`src/design/fbfl_pkg.sv`:
```
`timescale 1ns / 1ps

package fbfl_pkg;

	// fixed field widths of the block's ports
	localparam int TAG_W      = 31;
	localparam int IDX_PORT_W = 8;
	localparam int FREE_W     = 9;
	// wide enough to hold any pool size or index in the allowed range
	localparam int EXT_W      = 17;

	// command codes
	localparam logic CMD_ALLOC = 1'b0;
	localparam logic CMD_FREE  = 1'b1;

	typedef enum logic [1:0] {
		ST_OK     = 2'd0,
		ST_DOUBLE = 2'd1,
		ST_OWNER  = 2'd2,
		ST_EMPTY  = 2'd3
	} status_t;

	typedef struct packed {
		status_t                 status;
		logic [IDX_PORT_W-1:0]   granted;
		logic [FREE_W-1:0]       free_cnt;
	} result_t;

endpackage

```
`src/design/fbfl_ram.sv`:
```
`timescale 1ns / 1ps

module fbfl_ram #(
	parameter int WIDTH = 9,
	parameter int DEPTH = 256
) (
	input  logic                     clk,
	input  logic                     we,
	input  logic [$clog2(DEPTH)-1:0] waddr,
	input  logic [WIDTH-1:0]         wdata,
	input  logic                     re,
	input  logic [$clog2(DEPTH)-1:0] raddr,
	output logic [WIDTH-1:0]         rdata
);

	logic [WIDTH-1:0] mem [DEPTH];
	logic [WIDTH-1:0] rd_q;

	always_ff @(posedge clk) begin
		if (we) begin
			mem[waddr] <= wdata;
		end
		if (re) begin
			rd_q <= mem[raddr];
		end
	end

	assign rdata = rd_q;

endmodule

```
`src/design/fbfl_init.sv`:
```
`timescale 1ns / 1ps

module fbfl_init #(
	parameter int NUM_BLOCKS = 256
) (
	input  logic                          clk,
	input  logic                          arst_n,
	output logic                          active,
	output logic [$clog2(NUM_BLOCKS)-1:0] addr,
	output logic [$clog2(NUM_BLOCKS):0]   wdata
);

	localparam int IDX_W = $clog2(NUM_BLOCKS);

	logic [IDX_W-1:0] cnt_q;
	logic             active_q;
	logic [IDX_W-1:0] cnt_inc;

	assign cnt_inc = cnt_q + IDX_W'(1);

	// sweep every entry: mark clear, link to the following block
	always_ff @(posedge clk or negedge arst_n) begin
		if (!arst_n) begin
			cnt_q    <= '0;
			active_q <= 1'b1;
		end else if (active_q) begin
			cnt_q <= cnt_inc;
			if (cnt_q == IDX_W'(NUM_BLOCKS - 1)) begin
				active_q <= 1'b0;
			end
		end
	end

	assign active = active_q;
	assign addr   = cnt_q;
	assign wdata  = {1'b0, cnt_inc};

endmodule

```
`src/design/fixed_block_free_list_allocator_top.sv`:
```
`timescale 1ns / 1ps

// Fixed-pool block allocator. Hands out block indices from a LIFO free list and
// takes them back with double-free and owner checks. A command beat is taken
// when start is high and busy is low; it is registered in valid_s1, then done_q,
// and done pulses for one cycle with status, granted_index and free_blocks. The
// receiver cannot stall, so the result must be captured in that cycle. No new
// command is taken until the last one has read the combined link/in-use memory
// and written back its update. After reset busy stays high while the memory is
// swept to its initial chain, each block linked to the next index, with every
// in-use mark clear; tag writes are taken during that time. The user must write
// the allocator tag through tag_we/tag_wdata only while no command is in flight;
// the block itself does not enforce this. Frees of an index at or beyond
// NUM_BLOCKS report a wrong owner.
module fixed_block_free_list_allocator_top
	import fbfl_pkg::*;
#(
	parameter int NUM_BLOCKS = 256
) (
	input  logic                  clk,
	input  logic                  arst_n,
	// command beat
	input  logic                  start,
	output logic                  busy,
	input  logic                  cmd,
	input  logic [IDX_PORT_W-1:0] block_index,
	input  logic [TAG_W-1:0]      owner_tag,
	// allocator tag register
	input  logic                  tag_we,
	input  logic [TAG_W-1:0]      tag_wdata,
	// result beat
	output logic                  done,
	output logic [1:0]            status,
	output logic [IDX_PORT_W-1:0] granted_index,
	output logic [FREE_W-1:0]     free_blocks
);

	localparam int IDX_W = $clog2(NUM_BLOCKS);
	localparam int CNT_W = $clog2(NUM_BLOCKS + 1);
	localparam int ENT_W = IDX_W + 1;   // {in_use, next_link}

	// sweep after reset
	logic             init_active;
	logic [IDX_W-1:0] init_addr;
	logic [ENT_W-1:0] init_wdata;

	// memory ports
	logic             ram_we;
	logic [IDX_W-1:0] ram_waddr;
	logic [ENT_W-1:0] ram_wdata;
	logic             ram_re;
	logic [IDX_W-1:0] ram_raddr;
	logic [ENT_W-1:0] ram_rdata;

	// architectural state
	logic [TAG_W-1:0] tag_q;
	logic [IDX_W-1:0] head_q;
	logic [CNT_W-1:0] free_q;

	// command in flight, waiting on the memory read
	logic             valid_s1;
	logic             cmd_s1;
	logic [IDX_W-1:0] blk_s1;
	logic             range_ok_s1;
	logic             tag_ok_s1;

	// result register
	logic             done_q;
	result_t          res_q;

	logic             accept;
	logic [EXT_W-1:0] blk_ext;
	logic [IDX_W-1:0] blk_addr;

	logic             upd_we;
	logic [IDX_W-1:0] upd_addr;
	logic [ENT_W-1:0] upd_data;
	logic [IDX_W-1:0] head_nx;
	logic [CNT_W-1:0] free_nx;
	status_t          st_nx;
	logic [IDX_W-1:0] granted_nx;
	result_t          res_nx;
	logic             rd_in_use;
	logic [IDX_W-1:0] rd_link;

	fbfl_init #(
		.NUM_BLOCKS(NUM_BLOCKS)
	) u_init (
		.clk    (clk),
		.arst_n (arst_n),
		.active (init_active),
		.addr   (init_addr),
		.wdata  (init_wdata)
	);

	fbfl_ram #(
		.WIDTH(ENT_W),
		.DEPTH(NUM_BLOCKS)
	) u_ram (
		.clk   (clk),
		.we    (ram_we),
		.waddr (ram_waddr),
		.wdata (ram_wdata),
		.re    (ram_re),
		.raddr (ram_raddr),
		.rdata (ram_rdata)
	);

	// one command at a time; the sweep holds commands off
	assign busy   = init_active | valid_s1;
	assign accept = start & ~busy;

	// block index widened so the range check and address work at any pool size
	assign blk_ext  = {{(EXT_W-IDX_PORT_W){1'b0}}, block_index};
	assign blk_addr = blk_ext[IDX_W-1:0];

	// read the head entry on alloc, the named block on free
	assign ram_re    = accept;
	assign ram_raddr = (cmd == CMD_FREE) ? blk_addr : head_q;

	// sweep owns the write port until done, then the update does
	assign ram_we    = init_active | upd_we;
	assign ram_waddr = init_active ? init_addr : upd_addr;
	assign ram_wdata = init_active ? init_wdata : upd_data;

	assign rd_in_use = ram_rdata[IDX_W];
	assign rd_link   = ram_rdata[IDX_W-1:0];

	// read-modify-write of the entry fetched last cycle
	always_comb begin
		upd_we     = 1'b0;
		upd_addr   = head_q;
		upd_data   = {1'b1, rd_link};
		head_nx    = head_q;
		free_nx    = free_q;
		st_nx      = ST_OK;
		granted_nx = '0;
		if (valid_s1) begin
			if (cmd_s1 == CMD_ALLOC) begin
				if (free_q == '0) begin
					st_nx = ST_EMPTY;
				end else begin
					// pop: mark the head in use, follow its link
					upd_we     = 1'b1;
					granted_nx = head_q;
					head_nx    = rd_link;
					free_nx    = free_q - CNT_W'(1);
				end
			end else begin
				upd_addr = blk_s1;
				upd_data = {1'b0, head_q};
				if (!range_ok_s1) begin
					st_nx = ST_OWNER;
				end else if (!rd_in_use) begin
					// double free wins over owner check
					st_nx = ST_DOUBLE;
				end else if (!tag_ok_s1) begin
					st_nx = ST_OWNER;
				end else begin
					// push: clear the mark, link to the old head
					upd_we  = 1'b1;
					head_nx = blk_s1;
					free_nx = free_q + CNT_W'(1);
				end
			end
		end
	end

	always_comb begin
		logic [EXT_W-1:0] g_ext;
		logic [EXT_W-1:0] f_ext;
		g_ext          = {{(EXT_W-IDX_W){1'b0}}, granted_nx};
		f_ext          = {{(EXT_W-CNT_W){1'b0}}, free_nx};
		res_nx.status   = st_nx;
		res_nx.granted  = g_ext[IDX_PORT_W-1:0];
		res_nx.free_cnt = f_ext[FREE_W-1:0];
	end

	// control and architectural state
	always_ff @(posedge clk or negedge arst_n) begin
		if (!arst_n) begin
			tag_q    <= '0;
			head_q   <= '0;
			free_q   <= CNT_W'(NUM_BLOCKS);
			valid_s1 <= 1'b0;
			done_q   <= 1'b0;
		end else begin
			if (tag_we) begin
				tag_q <= tag_wdata;
			end
			valid_s1 <= accept;
			done_q   <= valid_s1;
			if (valid_s1) begin
				head_q <= head_nx;
				free_q <= free_nx;
			end
		end
	end

	// command payload captured with the read
	always_ff @(posedge clk) begin
		if (accept) begin
			cmd_s1      <= cmd;
			blk_s1      <= blk_addr;
			range_ok_s1 <= (blk_ext < EXT_W'(NUM_BLOCKS));
			tag_ok_s1   <= (owner_tag == tag_q);
		end
		if (valid_s1) begin
			res_q <= res_nx;
		end
	end

	assign done          = done_q;
	assign status        = res_q.status;
	assign granted_index = res_q.granted;
	assign free_blocks   = res_q.free_cnt;

endmodule

```
`config.mk`:
```
export PLATFORM = sky130hd
export DESIGN_NAME = fixed_block_free_list_allocator_top
export DESIGN_NICKNAME = d
export VERILOG_FILES = /design/src/design/fbfl_pkg.sv /design/src/design/fbfl_ram.sv /design/src/design/fbfl_init.sv /design/src/design/fixed_block_free_list_allocator_top.sv
export SDC_FILE = /design/constraint.sdc
export NUM_CORES = 2
export LEC_CHECK = 0
export ABC_AREA = 1
export BUFFER_PORTS_ARGS = -buffer_cell sky130_fd_sc_hd__buf_4
export CORE_AREA = 10 10 286 563
export CTS_CLUSTER_DIAMETER = 150
export CTS_CLUSTER_SIZE = 20
export DETAILED_ROUTE_END_ITERATION = 8
export DIE_AREA = 0 0 296 573
export PLACE_DENSITY = 0.81
export SETUP_SLACK_MARGIN = 0.3
export SYNTH_ARGS = -nofsm -noshare
export SYNTH_HDL_FRONTEND = slang
export SYNTH_HIERARCHICAL = 1
export SYNTH_SLANG_ARGS = --single-unit
export TNS_END_PERCENT = 20
```
`constraint.sdc`:
```
create_clock -name clk -period 35.8 [get_ports clk]
set_clock_uncertainty 0.15 [all_clocks]
set_input_delay 1.79 -clock clk [delete_from_list [all_inputs] [get_ports clk]]
set_output_delay 1.79 -clock clk [all_outputs]
set_load 0.03 [all_outputs]
```
==> impl_metrics.yaml <==
setup_path:
  endpoint_kind: "register"
  crit_type: "in -> reg"
  worst-path-max-fanout: 283
  worst_ep_arrival_time_ns: 9.03
  worstSetupStartpointType: "input port"
  worst_ep_required_time_ns: 36.33
clock_network:
  htree_levels: 4
  tritoncts: "done"
  clockBufferDepth: 4
  tritoncts.num_buffers: 146
  clock-root-buffer: "sky130_fd_sc_hd__clkbuf_16"
  postCtsSetupRepairBufs: 0
  cts_hold_repair.buffers: 0
  postCtsResizedCells: 0
  clkLatencyLatePin_ns: 0.82
  numClockSinks: 2401
  worst_setup_hold_path_clk_slew_ns: 0.08
power:
  switching_power_w: 0.001943
  combPwrFrac: 0.218
  power.internal_w: 0.004294
  clkPwrFrac: 0.258
  swShare: 0.3115
  vdd_drop_max_v: 0.00004188
  power_w: 0.006237
  pwr-share-seq: 0.525
  power.static_leakage_nw: 35.70
  power_density_nw_per_um2: 60.20
floorplanning:
  fp.coreArea_um2: 151400
  ioPinCount: 96
  die_w_um: 296
  floorplan.rows: 202
  die_h_um: 573
  floorplan_die_area_um2: 169600
  floorplan.initialDensity: 0.6494
logic_synthesis:
  synth.lib_cells_used.distinct: 42
  post_synthesis_cell_area_um2: 98310
  mappedNetlistNets: 8410
  async_flop_share: 0.02457
  syn-mean-instance-area_um2: 11.80
  synth-seq-cells: 2401
  ys.flop_type: "sky130_fd_sc_hd__edfxtp_1"
  synth_enable_flop_cells: 2342
  yosysWarnings: 6
  synth-seq-area-share: 0.7304
  syn_inst: 8332
timing:
  portion_of_the_clock_cycle_consumed_by_the_worst_path_in_the_final_layout: 0.2375
  timing_max_transition_violations_final: 0
  worst-slew-pin-transition_ns: 1.473
  fin_setup_tns_ns: 0
  fmax_mhz: 117.6
  maxSlewHeadroom: 0.01443
  layout_setup_ws_ns: 27.30
  fin_crit_ns: 8.503
  setup_repair_after_global_routing_missed_its_margin: "no"
  finalHoldViolCount: 0
  finalSetupViolations: 0
finish:
  area.growth.synth_to_final_pct: 5.387
  mostFrequentLayoutCells: "sky130_fd_sc_hd__nand2_1, sky130_fd_sc_hd__edfxtp_1, sky130_fd_sc_hd__nand3_1, sky130_fd_sc_hd__nor2_1, sky130_fd_sc_hd__buf_4"
  n_fill_cell: 10130
  mostFrequentLayoutCell: "sky130_fd_sc_hd__nand2_1"
  nNetsFinal: 8189
  final_core_util: 0.6843
  layout-drive-gt1-share: 0.05149
placed_design:
  dpl_worst_slack_ns: 26.94
  place.gp.congestion: 0.9154
  detailed_place_hpwl_mm: 161.6
  io_buffer_count: 95
grt:
  first_global_vias: 64690
  largest_net_degree_at_the_start_of_global_routing: 284
  globalRoute.totalOverflow: 0
  grt_pass1_wl_mm: 407.3
  gr-usage-all-layers: 0.3217
  antenna_found_initial: 11
drt:
  drcViolationCount: 0
  top_layer_reached_by_signal_wires: "met5"
  average_vias_per_placed_instance: 6.639
  wirelength_met1_mm: 84.91
  num_vias: 66990
  drt.antenna.violating_nets: 0
  drt-pass1-iter-count: 7
  drt_wl_total_mm: 276.9
  detailedRoute.firstIterationViolations: 9710
  wl_met3_mm: 29.61
  routed-wl-met2_mm: 136.4
  routedWlPerCell_um: 27.44
status:
  status: "complete, no violations"
hold_path:
  hold_path.class: "reg -> reg"
run:
  timing.max_cap.violations: 0
-- area by class of cell --
| class | count | area, µm² | area share |
|---|---|---|---|
| diodes | 15 | 37.54 | 0.0003623 |
| clock buffers | 169 | 3782 | 0.03651 |
| clock inverters | 5 | 62.56 | 0.0006038 |
| inverters | 83 | 361.6 | 0.003490 |
| multi-input cells | 5295 | 23640 | 0.2281 |
| flip-flops and latches | 2401 | 71810 | 0.6931 |
| well taps | 1938 | 2425 | 0.02340 |
| repair buffers | 184 | 1494 | 0.01442 |
-- sequential cells by signal (all words and copies together), names as in the netlist, 2 cells and up --
register / cells
granted_index: 8
u_init/addr: 8
head_q: 8
blk_s1: 8
u_ram/mem: 2304
tag_q: 31
free_q: 9
u_ram/rdata: 9
free_blocks: 9
status: 2
-- worst max-delay path, cell delays in order --
cell and delay [ns]:
sky130_fd_sc_hd__buf_4 0.20, sky130_fd_sc_hd__nand2_1 0.13, sky130_fd_sc_hd__o21ai_4 0.12, sky130_fd_sc_hd__inv_16 0.38
sky130_fd_sc_hd__buf_4 0.99, sky130_fd_sc_hd__buf_12 0.70, sky130_fd_sc_hd__buf_4 0.91, sky130_fd_sc_hd__buf_4 0.89
sky130_fd_sc_hd__buf_4 0.95, sky130_fd_sc_hd__nand2_1 0.11, sky130_fd_sc_hd__nand3_1 0.12, sky130_fd_sc_hd__nand3_1 0.09
sky130_fd_sc_hd__nand3_1 0.23, sky130_fd_sc_hd__nand3_1 0.13, sky130_fd_sc_hd__nand3_1 0.14, sky130_fd_sc_hd__nand3_1 0.09
sky130_fd_sc_hd__nand2_1 0.09, sky130_fd_sc_hd__nand2_1 0.06, sky130_fd_sc_hd__nand2_1 0.06
-- final timing paths --
kind / from / endpoint / slack (ns) / cells past startpoint
worst max register to register: head_q[0]$_DFFE_PN0P_ / u_ram/rdata[4]$_DFFE_PP_ / 27.99 / 18
worst min-delay path: free_q[8]$_DFFE_PN1P_ / free_q[8]$_DFFE_PN1P_ / 0.34 / 2
max in group asynchronous: arst_n / tag_q[14]$_DFFE_PN0P_ / 34.05 / 1
worst max-delay path: cmd / u_ram/rdata[4]$_DFFE_PP_ / 27.30 / 19
worst min register to register: free_q[8]$_DFFE_PN1P_ / free_q[8]$_DFFE_PN1P_ / 0.34 / 2
min in group asynchronous: arst_n / head_q[2]$_DFFE_PN0P_ / 0.91 / 1
-- metrics by stage --
stage | cell area, µm² | cells | hold WS [ns]
after floorplan | 98310 | 8332 | 0.3054
after global placement | 99720 | 9901 | 0.3176
after detailed placement | 99720 | 9901 | 0.3306
after CTS | 103600 | 10080 | 0.3421
after global routing | 103600 | 10080 | 0.3531
final | 103600 | 10090 | 0.3372
-- power by group through the flow --
| stage | logic [W] | registers [W] | clock network, W |
|---|---|---|---|
| 2_1_floorplan | 0.000798 | 0.00346 | 0 |
| 3_3_place_gp | 0.00127 | 0.00333 | 0 |
| 3_5_place_dp | 0.00130 | 0.00333 | 0 |
| 4_1_cts | 0.00130 | 0.00327 | 0.00161 |
| 5_1_grt | 0.00143 | 0.00327 | 0.00170 |
| 6_report | 0.00136 | 0.00327 | 0.00161 |
-- Yosys cell counts (2+ instances only) --
master	instances	area (µm²)
sky130_fd_sc_hd__nand2_1	2521	9463
sky130_fd_sc_hd__mux2_1	3	33.78
sky130_fd_sc_hd__nand2_2	3	18.77
sky130_fd_sc_hd__buf_6	17	191.4
sky130_fd_sc_hd__inv_1	66	247.7
sky130_fd_sc_hd__o21bai_1	3	22.52
sky130_fd_sc_hd__and2_1	4	25.02
sky130_fd_sc_hd__edfxtp_1	2342	70330
sky130_fd_sc_hd__dfstp_2	2	52.55
sky130_fd_sc_hd__inv_2	8	30.03
sky130_fd_sc_hd__nand2_8	2	40.04
sky130_fd_sc_hd__xor2_1	8	70.07
sky130_fd_sc_hd__o21ai_0	36	180.2
sky130_fd_sc_hd__buf_2	333	1667
sky130_fd_sc_hd__o21ai_1	4	20.02
sky130_fd_sc_hd__ha_1	3	37.54
sky130_fd_sc_hd__mux2_2	27	304.0
sky130_fd_sc_hd__xnor2_1	29	254.0
sky130_fd_sc_hd__nand3_1	2299	11510
sky130_fd_sc_hd__clkinv_1	5	18.77
sky130_fd_sc_hd__nand4_1	10	62.56
sky130_fd_sc_hd__o21ai_2	9	78.83
sky130_fd_sc_hd__inv_4	2	12.51
sky130_fd_sc_hd__o211ai_1	8	60.06
sky130_fd_sc_hd__nand3_2	2	20.02
sky130_fd_sc_hd__nor2_1	312	1171
sky130_fd_sc_hd__dfrtp_1	57	1426
sky130_fd_sc_hd__clkbuf_1	122	457.9
sky130_fd_sc_hd__or2_2	3	18.77
sky130_fd_sc_hd__buf_4	26	195.2
sky130_fd_sc_hd__buf_1	55	206.5
-- kinds of logic after synthesis --
kind of cell | Yosys count | synth area share
AOI/OAI and AO/OA | 63 | 0.003882
xor gates and xnor gates | 37 | 0.003296
adders and majority gates | 3 | 0.0003819
buffers and inverters | 636 | 0.03093
DFF | 2401 | 0.7304
muxes | 30 | 0.003436
other | 1 | 0.00003815
and+or+nand+nor | 5161 | 0.2276
-- routing by layer --
metal	track usage	up-vias
li1	-	28850
met2	0.5301	4826
met3	0.05740	1121
met1	0.3655	32190
met4	0.2576	2
met5	0	-
Note: power is estimated with default switching activity, not from simulation.
